===== src/design/smbios_structure_delimiter_macros.svh =====
// ----------------------------------------------------------------------------
// SMBIOS structure delimiter: assertion macros
// Shared concurrent-assertion wrappers, clocked on clk, off during reset.
// ----------------------------------------------------------------------------
`ifndef SMBIOS_STRUCTURE_DELIMITER_MACROS_SVH
`define SMBIOS_STRUCTURE_DELIMITER_MACROS_SVH

// Condition that must hold at every edge.
`define SMBD_ASSERT(lbl, cond, msg) \
    lbl: assert property (@(posedge clk) disable iff (!rst_n) (cond)) else $error(msg);

// Same-cycle implication.
`define SMBD_IMPLIES(lbl, ante, cons, msg) \
    lbl: assert property (@(posedge clk) disable iff (!rst_n) (ante) |-> (cons)) \
        else $error(msg);

// Next-cycle implication.
`define SMBD_NEXT(lbl, ante, cons, msg) \
    lbl: assert property (@(posedge clk) disable iff (!rst_n) (ante) |=> (cons)) \
        else $error(msg);

`endif


===== src/design/smbd_pkg.sv =====
// ----------------------------------------------------------------------------
// SMBIOS structure delimiter package
// Parse phases, result status codes, register indexes and defaults.
// ----------------------------------------------------------------------------
package smbd_pkg;

    localparam int OFFSET_BITS_DEF = 16;
    localparam int INDEX_BITS_DEF  = 14;

    localparam int TYPE_BITS   = 8;
    localparam int CFG_IDX_BITS = 1;
    localparam int CFG_DATA_BITS = 8;

    // smallest legal formatted length (type, length, handle)
    localparam logic [7:0] MIN_FORMATTED_LEN = 8'd4;

    typedef enum logic [CFG_IDX_BITS-1:0] {
        CFG_WANTED_TYPE = 1'b0,
        CFG_REPORT_ALL  = 1'b1
    } cfg_idx_t;

    typedef enum logic [2:0] {
        PH_TYPE      = 3'd0,
        PH_LENGTH    = 3'd1,
        PH_FORMATTED = 3'd2,
        PH_STRINGS   = 3'd3,
        PH_HALTED    = 3'd4
    } phase_t;

    typedef enum logic [1:0] {
        ST_COMPLETE  = 2'd0,
        ST_TRUNCATED = 2'd1,
        ST_BADLEN    = 2'd2,
        ST_ENDONLY   = 2'd3
    } status_t;

    typedef struct packed {
        logic    emit;
        status_t status;
        logic    buffer_end;
    } res_ctl_t;

endpackage


===== src/design/smbd_parser.sv =====
// ----------------------------------------------------------------------------
// SMBIOS structure delimiter: byte parser
// Walk state per buffer and the result produced by the current byte.
// ----------------------------------------------------------------------------
`include "smbios_structure_delimiter_macros.svh"

module smbd_parser
    import smbd_pkg::*;
#(
    parameter int OFFSET_BITS = OFFSET_BITS_DEF,
    parameter int INDEX_BITS  = INDEX_BITS_DEF
)
(
    input  logic                   clk,
    input  logic                   rst_n,
    input  logic                   advance,
    input  logic [TYPE_BITS-1:0]   table_byte,
    input  logic                   final_byte,
    input  logic [TYPE_BITS-1:0]   wanted_type,
    input  logic                   report_all,
    output res_ctl_t               res_ctl,
    output logic [TYPE_BITS-1:0]   res_type,
    output logic [OFFSET_BITS-1:0] res_offset,
    output logic [OFFSET_BITS-1:0] res_size,
    output logic [INDEX_BITS-1:0]  res_index
);

    phase_t                 phase_reg, phase_next;
    logic [OFFSET_BITS-1:0] pos_reg, pos_next;
    logic [OFFSET_BITS-1:0] start_reg, start_next;
    logic [TYPE_BITS-1:0]   type_reg, type_next;
    logic [7:0]             flen_reg, flen_next;
    logic [OFFSET_BITS-1:0] bis_reg, bis_next;
    logic                   pwz_reg, pwz_next;
    logic [INDEX_BITS-1:0]  count_reg, count_next;

    logic                   byte_zero;
    logic                   bad_len;
    logic                   done;
    logic                   sel_after;
    logic                   live_after;
    logic [OFFSET_BITS-1:0] idx;
    logic [OFFSET_BITS-1:0] bis_inc;

    assign byte_zero = (table_byte == '0);
    assign bad_len   = (phase_reg == PH_LENGTH) && (table_byte < MIN_FORMATTED_LEN);
    assign done      = (phase_reg == PH_STRINGS) && byte_zero && pwz_reg;
    assign bis_inc   = bis_reg + 1'b1;
    // type after this byte: the type byte itself loads it
    assign sel_after = report_all ||
                       (((phase_reg == PH_TYPE) ? table_byte : type_reg) == wanted_type);

    // next state
    always_comb
    begin
        phase_next = phase_reg;
        pos_next   = pos_reg + 1'b1;
        start_next = start_reg;
        type_next  = type_reg;
        flen_next  = flen_reg;
        bis_next   = bis_reg;
        pwz_next   = pwz_reg;
        count_next = count_reg;
        case (phase_reg)
            PH_TYPE:
            begin
                type_next  = table_byte;
                start_next = pos_reg;
                bis_next   = OFFSET_BITS'(1);
                phase_next = PH_LENGTH;
            end
            PH_LENGTH:
            begin
                flen_next  = table_byte;
                bis_next   = OFFSET_BITS'(2);
                phase_next = bad_len ? PH_HALTED : PH_FORMATTED;
            end
            PH_FORMATTED:
            begin
                bis_next = bis_inc;
                if (bis_inc == OFFSET_BITS'(flen_reg))
                begin
                    phase_next = PH_STRINGS;
                    pwz_next   = 1'b0;
                end
            end
            PH_STRINGS:
            begin
                if (done)
                begin
                    if (sel_after)
                    begin
                        count_next = count_reg + 1'b1;
                    end
                    phase_next = PH_TYPE;
                    pwz_next   = 1'b0;
                end
                else
                begin
                    pwz_next = byte_zero;
                    bis_next = bis_inc;
                end
            end
            default:
            begin
                // halted: ignore bytes until buffer end
            end
        endcase
        if (final_byte)
        begin
            phase_next = PH_TYPE;
            pos_next   = '0;
            start_next = '0;
            type_next  = '0;
            flen_next  = '0;
            bis_next   = '0;
            pwz_next   = 1'b0;
            count_next = '0;
        end
    end

    // result for this byte
    always_comb
    begin
        case (phase_reg)
            PH_TYPE:   idx = '0;
            PH_LENGTH: idx = OFFSET_BITS'(1);
            default:   idx = bis_reg;
        endcase
        // a structure is still open after this byte
        live_after = (phase_reg == PH_TYPE) ||
                     ((phase_reg == PH_LENGTH) && !bad_len) ||
                     (phase_reg == PH_FORMATTED) ||
                     ((phase_reg == PH_STRINGS) && !done);

        res_ctl.buffer_end = final_byte;
        res_index          = count_reg;
        if (bad_len)
        begin
            res_ctl.emit   = 1'b1;
            res_ctl.status = ST_BADLEN;
            res_type       = type_reg;
            res_offset     = start_reg;
            res_size       = OFFSET_BITS'(1);
        end
        else if (done && sel_after)
        begin
            res_ctl.emit   = 1'b1;
            res_ctl.status = ST_COMPLETE;
            res_type       = type_reg;
            res_offset     = start_reg;
            res_size       = idx;
        end
        else if (live_after && sel_after)
        begin
            res_ctl.emit   = final_byte;
            res_ctl.status = ST_TRUNCATED;
            res_type       = (phase_reg == PH_TYPE) ? table_byte : type_reg;
            res_offset     = (phase_reg == PH_TYPE) ? pos_reg : start_reg;
            res_size       = idx;
        end
        else
        begin
            res_ctl.emit   = final_byte;
            res_ctl.status = ST_ENDONLY;
            res_type       = '0;
            res_offset     = '0;
            res_size       = '0;
        end
    end

    always_ff @(posedge clk or negedge rst_n)
    begin
        if (!rst_n)
        begin
            phase_reg <= PH_TYPE;
            pos_reg   <= '0;
            start_reg <= '0;
            type_reg  <= '0;
            flen_reg  <= '0;
            bis_reg   <= '0;
            pwz_reg   <= 1'b0;
            count_reg <= '0;
        end
        else if (advance)
        begin
            phase_reg <= phase_next;
            pos_reg   <= pos_next;
            start_reg <= start_next;
            type_reg  <= type_next;
            flen_reg  <= flen_next;
            bis_reg   <= bis_next;
            pwz_reg   <= pwz_next;
            count_reg <= count_next;
        end
    end

    `SMBD_IMPLIES(a_halt_short_len, phase_reg == PH_HALTED, flen_reg < MIN_FORMATTED_LEN,
                  "halted without a short length byte")
    `SMBD_IMPLIES(a_type_no_zero, phase_reg == PH_TYPE, !pwz_reg,
                  "zero flag carried into a new structure")

endmodule


===== src/design/smbios_structure_delimiter.sv =====
// ----------------------------------------------------------------------------
// SMBIOS structure delimiter
// Splits a raw SMBIOS structure table byte stream into structure records.
// ----------------------------------------------------------------------------
// Usage:
//   Input channel (in_valid/in_ready) carries one table byte per beat, with
//   final_byte set on the last byte of a buffer. Output channel
//   (out_valid/out_ready) carries one record per finished structure that
//   passes the type filter, one per bad length byte, and exactly one record
//   on the final byte (buffer_end = 1: completed, truncated, bad length or end only).
//   Config writes (cfg_wr_en/cfg_index/cfg_data) set wanted_type and
//   report_all_types; write them only while the block is idle.
// Timing:
//   One byte per cycle sustained while out_ready stays high. A byte is registered
//   in the input stage at acceptance and parsed from there straight into the
//   output register once that register is free or draining.
// Reset:
//   Parser returns to await the type byte at offset 0, match count 0,
//   wanted_type 0, report_all_types 1, both stages empty.
// Stall:
//   A held record keeps its stage; the input register holds one byte more,
//   then in_ready drops until out_ready returns.
// ----------------------------------------------------------------------------
`include "smbios_structure_delimiter_macros.svh"

module smbios_structure_delimiter
    import smbd_pkg::*;
#(
    parameter int OFFSET_BITS = OFFSET_BITS_DEF,
    parameter int INDEX_BITS  = INDEX_BITS_DEF
)
(
    input  logic                     clk,
    input  logic                     rst_n,
    // config write port
    input  logic                     cfg_wr_en,
    input  logic [CFG_IDX_BITS-1:0]  cfg_index,
    input  logic [CFG_DATA_BITS-1:0] cfg_data,
    // byte stream in
    input  logic                     in_valid,
    output logic                     in_ready,
    input  logic [TYPE_BITS-1:0]     table_byte,
    input  logic                     final_byte,
    // records out
    output logic                     out_valid,
    input  logic                     out_ready,
    output logic [TYPE_BITS-1:0]     struct_type,
    output logic [OFFSET_BITS-1:0]   struct_offset,
    output logic [OFFSET_BITS-1:0]   struct_size,
    output logic [INDEX_BITS-1:0]    match_index,
    output logic [1:0]               status,
    output logic                     buffer_end
);

    // config registers
    logic [TYPE_BITS-1:0]   wanted_type_reg;
    logic                   report_all_reg;

    // input stage
    logic                   in_valid_reg;
    logic [TYPE_BITS-1:0]   byte_reg;
    logic                   final_reg;

    // output stage
    logic                   out_valid_reg;
    logic [TYPE_BITS-1:0]   type_reg;
    logic [OFFSET_BITS-1:0] offset_reg;
    logic [OFFSET_BITS-1:0] size_reg;
    logic [INDEX_BITS-1:0]  index_reg;
    status_t                status_reg;
    logic                   end_reg;

    logic                   advance;
    logic                   in_take;
    res_ctl_t               res_ctl;
    logic [TYPE_BITS-1:0]   res_type;
    logic [OFFSET_BITS-1:0] res_offset;
    logic [OFFSET_BITS-1:0] res_size;
    logic [INDEX_BITS-1:0]  res_index;

    // parse the held byte when the output slot is free or draining
    assign advance  = in_valid_reg && (!out_valid_reg || out_ready);
    assign in_ready = !in_valid_reg || advance;
    assign in_take  = in_valid && in_ready;

    always_ff @(posedge clk or negedge rst_n)
    begin
        if (!rst_n)
        begin
            wanted_type_reg <= '0;
            report_all_reg  <= 1'b1;
        end
        else if (cfg_wr_en)
        begin
            case (cfg_idx_t'(cfg_index))
                CFG_WANTED_TYPE: wanted_type_reg <= cfg_data[TYPE_BITS-1:0];
                CFG_REPORT_ALL:  report_all_reg  <= cfg_data[0];
                default:         ;
            endcase
        end
    end

    always_ff @(posedge clk or negedge rst_n)
    begin
        if (!rst_n)
        begin
            in_valid_reg <= 1'b0;
        end
        else if (in_ready)
        begin
            in_valid_reg <= in_valid;
        end
    end

    always_ff @(posedge clk)
    begin
        if (in_take)
        begin
            byte_reg  <= table_byte;
            final_reg <= final_byte;
        end
    end

    smbd_parser #(
        .OFFSET_BITS (OFFSET_BITS),
        .INDEX_BITS  (INDEX_BITS)
    ) u_parser (
        .clk         (clk),
        .rst_n       (rst_n),
        .advance     (advance),
        .table_byte  (byte_reg),
        .final_byte  (final_reg),
        .wanted_type (wanted_type_reg),
        .report_all  (report_all_reg),
        .res_ctl     (res_ctl),
        .res_type    (res_type),
        .res_offset  (res_offset),
        .res_size    (res_size),
        .res_index   (res_index)
    );

    always_ff @(posedge clk or negedge rst_n)
    begin
        if (!rst_n)
        begin
            out_valid_reg <= 1'b0;
        end
        else if (advance)
        begin
            out_valid_reg <= res_ctl.emit;
        end
        else if (out_ready)
        begin
            out_valid_reg <= 1'b0;
        end
    end

    always_ff @(posedge clk)
    begin
        if (advance && res_ctl.emit)
        begin
            type_reg   <= res_type;
            offset_reg <= res_offset;
            size_reg   <= res_size;
            index_reg  <= res_index;
            status_reg <= res_ctl.status;
            end_reg    <= res_ctl.buffer_end;
        end
    end

    assign out_valid     = out_valid_reg;
    assign struct_type   = type_reg;
    assign struct_offset = offset_reg;
    assign struct_size   = size_reg;
    assign match_index   = index_reg;
    assign status        = status_reg;
    assign buffer_end    = end_reg;

    // final byte always leaves a buffer-end record behind
    `SMBD_NEXT(a_final_gives_end, advance && final_reg, out_valid_reg && end_reg,
               "final byte produced no buffer-end record")
    `SMBD_IMPLIES(a_endonly_zeroed, out_valid_reg && (status_reg == ST_ENDONLY),
                  (type_reg == '0) && (offset_reg == '0) && (size_reg == '0),
                  "end-only record carries structure data")
    `SMBD_IMPLIES(a_mid_status, out_valid_reg && !end_reg,
                  (status_reg == ST_COMPLETE) || (status_reg == ST_BADLEN),
                  "truncated or end-only record before buffer end")

endmodule

===== config.mk =====
export PLATFORM = sky130hd
export DESIGN_NAME = smbios_structure_delimiter
export DESIGN_NICKNAME = d
export VERILOG_FILES = /design/src/design/smbd_pkg.sv /design/src/design/smbd_parser.sv /design/src/design/smbios_structure_delimiter.sv
export VERILOG_INCLUDE_DIRS = /design/src /design/src/design
export SDC_FILE = /design/constraint.sdc
export NUM_CORES = 1
export LEC_CHECK = 0
export ABC_AREA = 1
export BUFFER_PORTS_ARGS = -buffer_cell sky130_fd_sc_hd__buf_2
export CAP_MARGIN = 10
export CORE_ASPECT_RATIO = 0.6
export CORE_MARGIN = 2
export CORE_UTILIZATION = 58
export DETAILED_ROUTE_END_ITERATION = 8
export PLACE_DENSITY = 0.8
export SLEW_MARGIN = 20
export SYNTH_ARGS = -nofsm -noshare
export SYNTH_HDL_FRONTEND = slang
export SYNTH_HIERARCHICAL = 1
export SYNTH_SLANG_ARGS = --single-unit
export TNS_END_PERCENT = 1

===== constraint.sdc =====
create_clock -name clk -period 5 [get_ports clk]
set_input_delay 0.75 -clock clk [delete_from_list [all_inputs] [get_ports clk]]
set_output_delay 0.75 -clock clk [all_outputs]
set_load 0.05 [all_outputs]

==> impl_metrics.json, run 1 <==
{
  "firstDrtPassIters": 6,
  "crit_fanout": 54,
  "crit_family": "simple AND/OR/NAND/NOR gates",
  "leakage_nw": 4.03,
  "start_util_pct": 59.0,
  "dpl.hpwl_um": 13100,
  "ctsHtreeMaxLevel": 4,
  "postCtsHoldBufs": 0,
  "numCtsBuffers": 17,
  "worstMarginPinSlew_ns": 0.804,
  "cp.required_ns": 5.09,
  "fin_skew_ns": 0.00916,
  "clock.fmax_mhz": 281,
  "crit_top_cell": "nand2_1",
  "r2r_slack_ns": 1.44,
  "synth_cells": 935,
  "drt_iter0_drc": 823,
  "reg2reg_depth": 14,
  "drc_errors": 0,
  "worstSetupStartpointType": "flip-flop",
  "cp_num_cells": 14,
  "rsz0062_at_grt": "false",
  "row_count": 33,
  "multiInputGateArea_sq_um": 3150,
  "drt_wl_total_um": 19300,
  "fin_setup_tns_ns": 0,
  "finalCritPeriodShare_pct": 71.1,
  "synth_cell_types": 39,
  "syn_nets": 961,
  "root_buffer": "clkbuf_16",
  "cp.buffers_inverters": 2,
  "grt_pass1_wl_um": 31200,
  "post_cts_buffers": 0,
  "clock_path_buffers": 2,
  "synth_warnings": 6,
  "hold_viol_final": 0,
  "area_growth_pct": 13.6,
  "worstPathArrival_ns": 3.65,
  "vias_per_cell": 5.73,
  "r2r_start": "u_parser/phase_reg[2]",
  "ant_nets": 0,
  "max-vdd-ir-drop_uv": 255,
  "n_antenna_cell": 0,
  "crit_start": "u_parser/phase_reg[2]",
  "fin_nets": 1036,
  "design.core.area_sq_um": 13600,
  "status": "completed",
  "grt_pass1_vias": 6035,
  "vias": 6866,
  "hold_class": "in -> async",
  "place_area_sq_um": 8530,
  "grt_overflow_total": 0,
  "path_cells": "nor2_4 > nand2_4 > o21ai_1 > nand2_1 > nand2_1 > nand2_1 > nor2_1 > nand2_2 > nand2_4 > a21oi_1 > nand2_1 > inv_1 > nor2_4 > buf_12",
  "grtUsageTotal_pct": 27.4,
  "postSynthAreaPerCell_sq_um": 8.57,
  "fin_util_pct": 67.0,
  "die_h_um": 95.0,
  "gp_congestion": 0.961,
  "crit_path_end": "struct_size[0]",
  "antenna_found_initial": 0,
  "cts_tree": "yes",
  "grt_max_degree": 55,
  "layout-drive-gt1-share_pct": 14.9,
  "clk_pin_slew_worst_paths_ns": 0.06,
  "yosys_register_bits": 159,
  "cts_resized": 0,
  "port_buffers": 81,
  "die-area_sq_um": 14800,
  "clk_latency_ns": 0.42,
  "cts_sinks": 159,
  "r2r_end": "struct_size[0]",
  "powerDensity_nw_per_um2": 460,
  "synth_area_sq_um": 8010,
  "finalPower_mw": 4.19,
  "slowest_stage": "nand2_4",
  "drv_cap": 0,
  "ys_seq_area_share_pct": 53.8,
  "mostFrequentLayoutCells": "nand2_1 (261), nand3_1 (117), inv_1 (95)",
  "fill_cells": 1071,
  "mostFrequentLayoutCell": "nand2_1",
  "critPathMaxStageDelay_ns": 0.45,
  "finalSetupViolCount": 0,
  "slew_viol_final": 0,
  "io_pins": 82,
  "maxSlewHeadroom_pct": 46.4,
  "cp-end-kind": "flip-flop",
  "seq_area_sq_um": 4310,
  "stdcell_area_sq_um": 9100,
  "wl_per_cell_um": 16.1,
  "post-route-min-period_ns": 3.56,
  "dieWidth_um": 156,
  "worstSetupPathType": "reg -> reg"
}
[report_power, final]
group | switching (mW) | internal (mW) | total (mW)
Sequential | 0.151 | 1.56 | 1.71
Clock | 0.538 | 0.690 | 1.23
Combinational | 0.891 | 0.355 | 1.25
Total | 1.58 | 2.61 | 4.19
[per-layer routing]
| metal | vias up | track usage [%] | part of all wire [%] |
|---|---|---|---|
| li1 | 3260 | - | - |
| met1 | 3135 | 42.6 | 47 |
| met3 | 43 | 6.77 | 11 |
| met4 | 0 | 8.72 | 1.9 |
| met5 | - | 0 | 0 |
| met2 | 428 | 37.8 | 40 |
[logic make-up (layout without fill, tap and decap cells)]
kind of cell	count (synthesis)	count (layout)	synth area share, %
compound gates	110	110	7.95
xor+xnor	17	17	1.86
fa+ha+maj	3	3	0.469
buf+inv	133	221	7.00
flops	159	159	53.8
mux	1	1	0.141
simple gates	512	512	28.8
[per-stage QoR]
| step | worst slack, ns | cells | hold slack [ns] |
|---|---|---|---|
| 3_5_place_dp | 1.53 | 1166 | 0.480 |
| 6_report | 1.44 | 1198 | 0.380 |
| 4_1_cts | 1.48 | 1198 | 0.396 |
| 5_1_grt | 1.20 | 1198 | 0.425 |
| 3_3_place_gp | 1.66 | 1166 | 0.454 |
| 2_1_floorplan | 0.544 | 935 | 0.442 |
[synthesized netlist by cell type, drive strengths merged]
library cell	instances	area, sq um
a21oi	18	90.1
a22o	2	17.5
a31oi	1	6.26
buf	15	118
clkbuf	18	67.6
dfrtp	92	2300
dfstp	1	26.3
edfxtp	66	1980
ha	3	37.5
inv	100	375
mux2	1	11.3
nand2	266	1030
nand3	118	596
nand3b	15	113
nand4	10	68.8
nor2	86	398
nor3	13	70.1
nor3b	2	20.0
nor4	2	12.5
o211ai	3	22.5
o21a	1	7.51
o21ai	53	292
o21bai	1	7.51
o22ai	31	194
xnor2	2	17.5
xor2	15	131
[final cells by class]
type | count | share of cell area [%]
clock inverters | 15 | 1.54
well taps | 175 | 2.41
multi-input cells | 643 | 34.6
clock buffers | 17 | 4.68
repair buffers | 89 | 5.28
inverters | 100 | 4.13
flip-flops and latches | 159 | 47.4
[worst reg2reg max path: cells and delay by family (launching register included)]
family / cells / cell delay [ns]
DFF: 1 / 0.43
buffers and inverters: 2 / 0.37
and+or+nand+nor: 10 / 1.84
AOI/OAI and AO/OA: 2 / 0.56
[how the worst min path moves through the flow]
stage	end	slack, ns	cells past startpoint
floorplan	report_all_reg	0.44	2
global placement	report_all_reg	0.45	2
detailed placement	report_all_reg	0.48	2
CTS	wanted_type_reg[1]	0.40	1
global route	u_parser/res_index[13]	0.42	1
finish	wanted_type_reg[1]	0.38	1
Note: power is estimated with default switching activity, not from simulation.
==> run 2, diff against run 1 <==
--- a/config.mk
+++ b/config.mk
@@ -11,9 +11,9 @@
 export CAP_MARGIN = 10
 export CORE_ASPECT_RATIO = 0.6
 export CORE_MARGIN = 2
-export CORE_UTILIZATION = 58
+export CORE_UTILIZATION = 54
 export DETAILED_ROUTE_END_ITERATION = 8
-export PLACE_DENSITY = 0.8
+export PLACE_DENSITY = 0.78
 export SLEW_MARGIN = 20
 export SYNTH_ARGS = -nofsm -noshare
 export SYNTH_HDL_FRONTEND = slang
==> constraint.sdc (replaced) <==
create_clock -name clk -period 3 [get_ports clk]
set_input_delay 0.45 -clock clk [delete_from_list [all_inputs] [get_ports clk]]
set_output_delay 0.45 -clock clk [all_outputs]
set_load 0.05 [all_outputs]
==> impl_metrics.json, run 2 (synthesis gave the netlist of run 1 again) <==
{
  "numCtsBuffers": 17,
  "grt_max_degree": 53,
  "max-vdd-ir-drop_uv": 382,
  "worstSetupPathType": "reg -> reg",
  "dieWidth_um": 161,
  "ctsHtreeMaxLevel": 4,
  "gp_congestion": 0.957,
  "antenna_found_initial": 0,
  "design.core.area_sq_um": 14500,
  "start_util_pct": 55.2,
  "slew_viol_final": 0,
  "powerDensity_nw_per_um2": 769,
  "fin_nets": 1045,
  "drt_wl_total_um": 19400,
  "rsz0062_at_grt": "false",
  "mostFrequentLayoutCell": "nand2_1",
  "worstPathArrival_ns": 2.78,
  "path_cells": "inv_1 > nand2_1 > nor2_1 > nand4_1 > nand2_1 > nand4_2 > o21ai_4 > nor2_1",
  "hold_class": "in -> async",
  "mostFrequentLayoutCells": "nand2_1 (261), nand3_1 (117), inv_1 (95)",
  "dpl.hpwl_um": 13300,
  "clock.fmax_mhz": 379,
  "vias": 6794,
  "die_h_um": 98.3,
  "finalCritPeriodShare_pct": 87.9,
  "fin_skew_ns": 0.0105,
  "layout-drive-gt1-share_pct": 15.7,
  "die-area_sq_um": 15900,
  "slowest_stage": "o21ai_4",
  "crit_fanout": 16,
  "port_buffers": 81,
  "wl_per_cell_um": 15.8,
  "leakage_nw": 4.10,
  "fill_cells": 1184,
  "critPathMaxStageDelay_ns": 0.68,
  "drt_iter0_drc": 836,
  "ant_nets": 0,
  "clock_path_buffers": 2,
  "grt_pass1_vias": 6089,
  "grt_overflow_total": 0,
  "cp-end-kind": "flip-flop",
  "area_growth_pct": 15.0,
  "drc_errors": 0,
  "place_area_sq_um": 8630,
  "pre_cts_ws_ns": 0.397,
  "post-route-min-period_ns": 2.64,
  "stdcell_area_sq_um": 9210,
  "cts_resized": 0,
  "postCtsHoldBufs": 0,
  "row_count": 34,
  "post_cts_buffers": 0,
  "cts_sinks": 159,
  "grtUsageTotal_pct": 25.6,
  "root_buffer": "clkbuf_16",
  "setup_slack_ns": 0.364,
  "io_pins": 82,
  "grt_pass1_wl_um": 31800,
  "fin_util_pct": 63.5,
  "cts_tree": "yes",
  "worstSetupStartpointType": "flip-flop",
  "vias_per_cell": 5.52,
  "cp.required_ns": 3.14,
  "hold_viol_final": 0,
  "finalSetupViolCount": 0,
  "clk_pin_slew_worst_paths_ns": 0.07,
  "maxSlewHeadroom_pct": 45.9,
  "firstDrtPassIters": 8,
  "drv_cap": 0,
  "status": "completed",
  "fin_setup_tns_ns": 0,
  "worstMarginPinSlew_ns": 0.809,
  "clk_latency_ns": 0.42,
  "n_antenna_cell": 0
}
==> run 2: final cells by class <==
type / count / area, sq um / share of cell area, %
multi-input cells: 643 / 3150 / 34.1
flip-flops and latches: 159 / 4310 / 46.8
well taps: 198 / 248 / 2.69
repair buffers: 98 / 548 / 5.95
clock buffers: 17 / 425 / 4.62
inverters: 100 / 375 / 4.07
clock inverters: 15 / 160 / 1.74
==> run 2: metal layers <==
metal  share of wire [%]  up-vias  track usage [%]
met5                   0        -                0
met4                 1.0        0             7.35
met3                  11       18             5.95
met2                  40      398             34.4
met1                  48     3096             41.0
li1                    -     3282                -
==> run 2: critical path, delay by kind of cell (launching register included) <==
family,cells,cell delay (ns)
DFF,1,0.43
AOI/OAI and AO/OA,1,0.68
buffers and inverters,1,0.12
and+or+nand+nor,6,1.12
==> run 2: where the power goes <==
group,internal (mW),total [mW],switching [mW]
Combinational,0.614,2.08,1.46
Sequential,2.60,2.85,0.247
Clock,1.24,2.16,0.917
==> run 2: final timing paths <==
check	from	to	slack, ns	depth (start not counted)
setup / recovery	u_parser/phase_reg[2]	struct_size[3]	0.36	8
hold / removal	rst_n	wanted_type_reg[4]	0.08	1
setup reg to reg	u_parser/phase_reg[2]	struct_size[3]	0.36	8
hold reg to reg	report_all_reg	report_all_reg	0.48	2
max in group asynchronous	rst_n	u_parser/pos_reg[0]	2.22	2
min in group clk	table_byte[7]	byte_reg[7]	0.20	1
==> run 2: stage by stage <==
step | hold slack, ns | power [mW] | std cells
floorplan | 0.154 | 4.44 | 935
global placement | 0.455 | 4.84 | 1198
detailed placement | 0.463 | 4.89 | 1198
CTS | 0.107 | 7.07 | 1230
global route | 0.130 | 7.47 | 1230
finish | 0.0836 | 7.08 | 1230
==> run 3, diff against run 2 <==
--- a/config.mk
+++ b/config.mk
@@ -6,14 +6,13 @@
 export SDC_FILE = /design/constraint.sdc
 export NUM_CORES = 1
 export LEC_CHECK = 0
-export ABC_AREA = 1
 export BUFFER_PORTS_ARGS = -buffer_cell sky130_fd_sc_hd__buf_2
 export CAP_MARGIN = 10
 export CORE_ASPECT_RATIO = 0.6
 export CORE_MARGIN = 2
-export CORE_UTILIZATION = 54
+export CORE_UTILIZATION = 53
 export DETAILED_ROUTE_END_ITERATION = 8
-export PLACE_DENSITY = 0.78
+export PLACE_DENSITY_LB_ADDON = 0.2
 export SLEW_MARGIN = 20
 export SYNTH_ARGS = -nofsm -noshare
 export SYNTH_HDL_FRONTEND = slang
==> impl_metrics.json, run 3 <==
{
  "ys_dominant_reg_cell": "dfrtp_1",
  "grt_pass1_vias": 5631,
  "r2r_slack_ns": 0.17,
  "fin_skew_ns": 0.0116,
  "vias": 5953,
  "row_count": 33,
  "die-area_sq_um": 15200,
  "ys_seq_area_share_pct": 57.1,
  "hold_viol_final": 0,
  "synth_area_leaders": "dfrtp_1 (31%), edfxtp_1 (26%), a22o_1 (3.7%)",
  "clock_path_buffers": 2,
  "io_pins": 82,
  "start_util_pct": 54.7,
  "grtUsageTotal_pct": 26.1,
  "mostFrequentLayoutCells": "dfrtp_1 (91), buf_2 (80), edfxtp_1 (66)",
  "crit_start": "u_parser/bis_reg[1]",
  "powerDensity_nw_per_um2": 702,
  "clk_pin_slew_worst_paths_ns": 0.06,
  "layout-drive-gt1-share_pct": 21.8,
  "cp-end-kind": "flip-flop",
  "antenna_found_initial": 0,
  "worstSetupPathType": "reg -> reg",
  "finalCritPeriodShare_pct": 94.3,
  "synthAdderAreaFrac_pct": 0.498,
  "rsz0062_at_grt": "false",
  "mostFrequentLayoutCell": "dfrtp_1",
  "reg2reg_depth": 7,
  "synth_cells": 656,
  "dp_cells": 913,
  "synth_edf_count": 66,
  "stdcell_area_sq_um": 8860,
  "cts_tree": "yes",
  "post-route-min-period_ns": 2.83,
  "yosys.area_share.simple_pct": 15.1,
  "synth_mux_area_share_pct": 2.55,
  "wl_per_cell_um": 20.3,
  "gp_congestion": 0.901,
  "dieWidth_um": 158,
  "synth_cell_types": 64,
  "fin_nets": 766,
  "grt_overflow_total": 0,
  "synth_area_sq_um": 7540,
  "finalPower_mw": 6.22,
  "vias_per_cell": 6.30,
  "firstDrtPassIters": 4,
  "drt_iter0_drc": 613,
  "postSynthAreaPerCell_sq_um": 11.5,
  "netlist.area_leader.share_pct": 30.5,
  "synth_compound_area_share_pct": 17.7,
  "synth_commonest_cells": "dfrtp_1 (92), edfxtp_1 (66), nor2_1 (37)",
  "ctsHtreeMaxLevel": 4,
  "worstPathArrival_ns": 3.13,
  "synth.most_common_cell": "dfrtp_1",
  "synth_warnings": 6,
  "yosys_register_bits": 159,
  "area_growth_pct": 17.5,
  "place_area_sq_um": 8280,
  "drv_cap": 0,
  "maxSlewHeadroom_pct": 49.9,
  "synthArstFlopShare_pct": 58.5,
  "dpl.hpwl_um": 12900,
  "final_cell_count_no_fill": 945,
  "numCtsBuffers": 17,
  "slew_viol_final": 0,
  "r2r_start": "u_parser/bis_reg[1]",
  "leakage_nw": 3.55,
  "finalSetupViolCount": 0,
  "ant_nets": 0,
  "clock.fmax_mhz": 354,
  "syn_nets": 682,
  "grt_pass1_wl_um": 30200,
  "worstSetupStartpointType": "flip-flop",
  "drt_wl_total_um": 19200,
  "root_buffer": "clkbuf_16",
  "setup_slack_ns": 0.172,
  "n_antenna_cell": 0,
  "crit_fanout": 8,
  "post_cts_buffers": 0,
  "grt_max_degree": 50,
  "synth_xor_area_share_pct": 4.06,
  "synth_top_family_by_area": "compound AO/OA/AOI/OAI gates",
  "pre_cts_ws_ns": 0.184,
  "hold_class": "in -> async",
  "r2r_end": "u_parser/pwz_reg",
  "max-vdd-ir-drop_uv": 377,
  "cp.required_ns": 3.30,
  "yosysTopAreaCell": "dfrtp_1",
  "cts_sinks": 159,
  "die_h_um": 96.4,
  "crit_path_end": "u_parser/pwz_reg",
  "design.core.area_sq_um": 13800,
  "worstMarginPinSlew_ns": 0.749,
  "port_buffers": 81,
  "clk_latency_ns": 0.42,
  "drc_errors": 0,
  "status": "completed"
}
run 3: layer usage:
| metal | vias up | track usage [%] | part of all wire [%] |
|---|---|---|---|
| met3 | 22 | 7.49 | 9.6 |
| li1 | 2668 | - | - |
| met4 | 0 | 8.18 | 1.4 |
| met2 | 290 | 36.3 | 42 |
| met1 | 2973 | 39.6 | 47 |
| met5 | - | 0 | 0 |
run 3: stage by stage:
stage	hold slack (ns)	setup TNS [ns]	utilization, %
2_1_floorplan	0.154	-6.13	-
3_3_place_gp	0.474	0	60.0
3_5_place_dp	0.464	0	60.0
4_1_cts	0.0940	0	64.2
5_1_grt	0.113	0	64.2
6_report	0.0694	0	64.2
run 3: power by group:
part	switching (mW)	total (mW)	internal [mW]
Clock	0.873	2.12	1.25
Combinational	0.904	1.38	0.473
Sequential	0.224	2.72	2.50
Total	2.00	6.22	4.22
run 3: final cells by class:
| class | count | area [sq um] |
|---|---|---|
| fillers | 1065 | 4930 |
| flip-flops and latches | 159 | 4310 |
| multi-input cells | 444 | 3040 |
| repair buffers | 110 | 663 |
| clock buffers | 19 | 443 |
| well taps | 192 | 240 |
| clock inverters | 13 | 135 |
| inverters | 8 | 30.0 |
run 3: how the worst min path moves through the flow:
stage	startpoint	end	slack, ns	cells after the start
final	rst_n	u_parser/res_index[10]	0.07	1
after global placement	u_parser/res_index[13]	match_index[13]	0.47	0
after CTS	rst_n	u_parser/res_index[10]	0.09	1
after global routing	rst_n	u_parser/res_index[12]	0.11	1
after floorplan	rst_n	in_valid_reg	0.15	0
after detailed placement	u_parser/res_index[13]	match_index[13]	0.46	0
run 3: logic make-up after synthesis:
group | Yosys count
flops | 159
buf+inv | 53
xor+xnor | 35
mux | 15
simple gates | 208
compound gates | 183
fa+ha+maj | 3
run 3: what timing repair did:
item	4_1_cts	5_1_grt
setup endpoints to repair	0	1
resized for setup	0	1
hold buffers	0	0
run 3: worst max-delay path, cell delays in order (launching register included):
cell,delay [ns]
dfrtp_1,0.46
ha_1,0.29
nand3_1,0.28
or4_1,0.55
a21oi_1,0.16
o32ai_1,0.10
or4_1,0.60
a31o_2,0.27
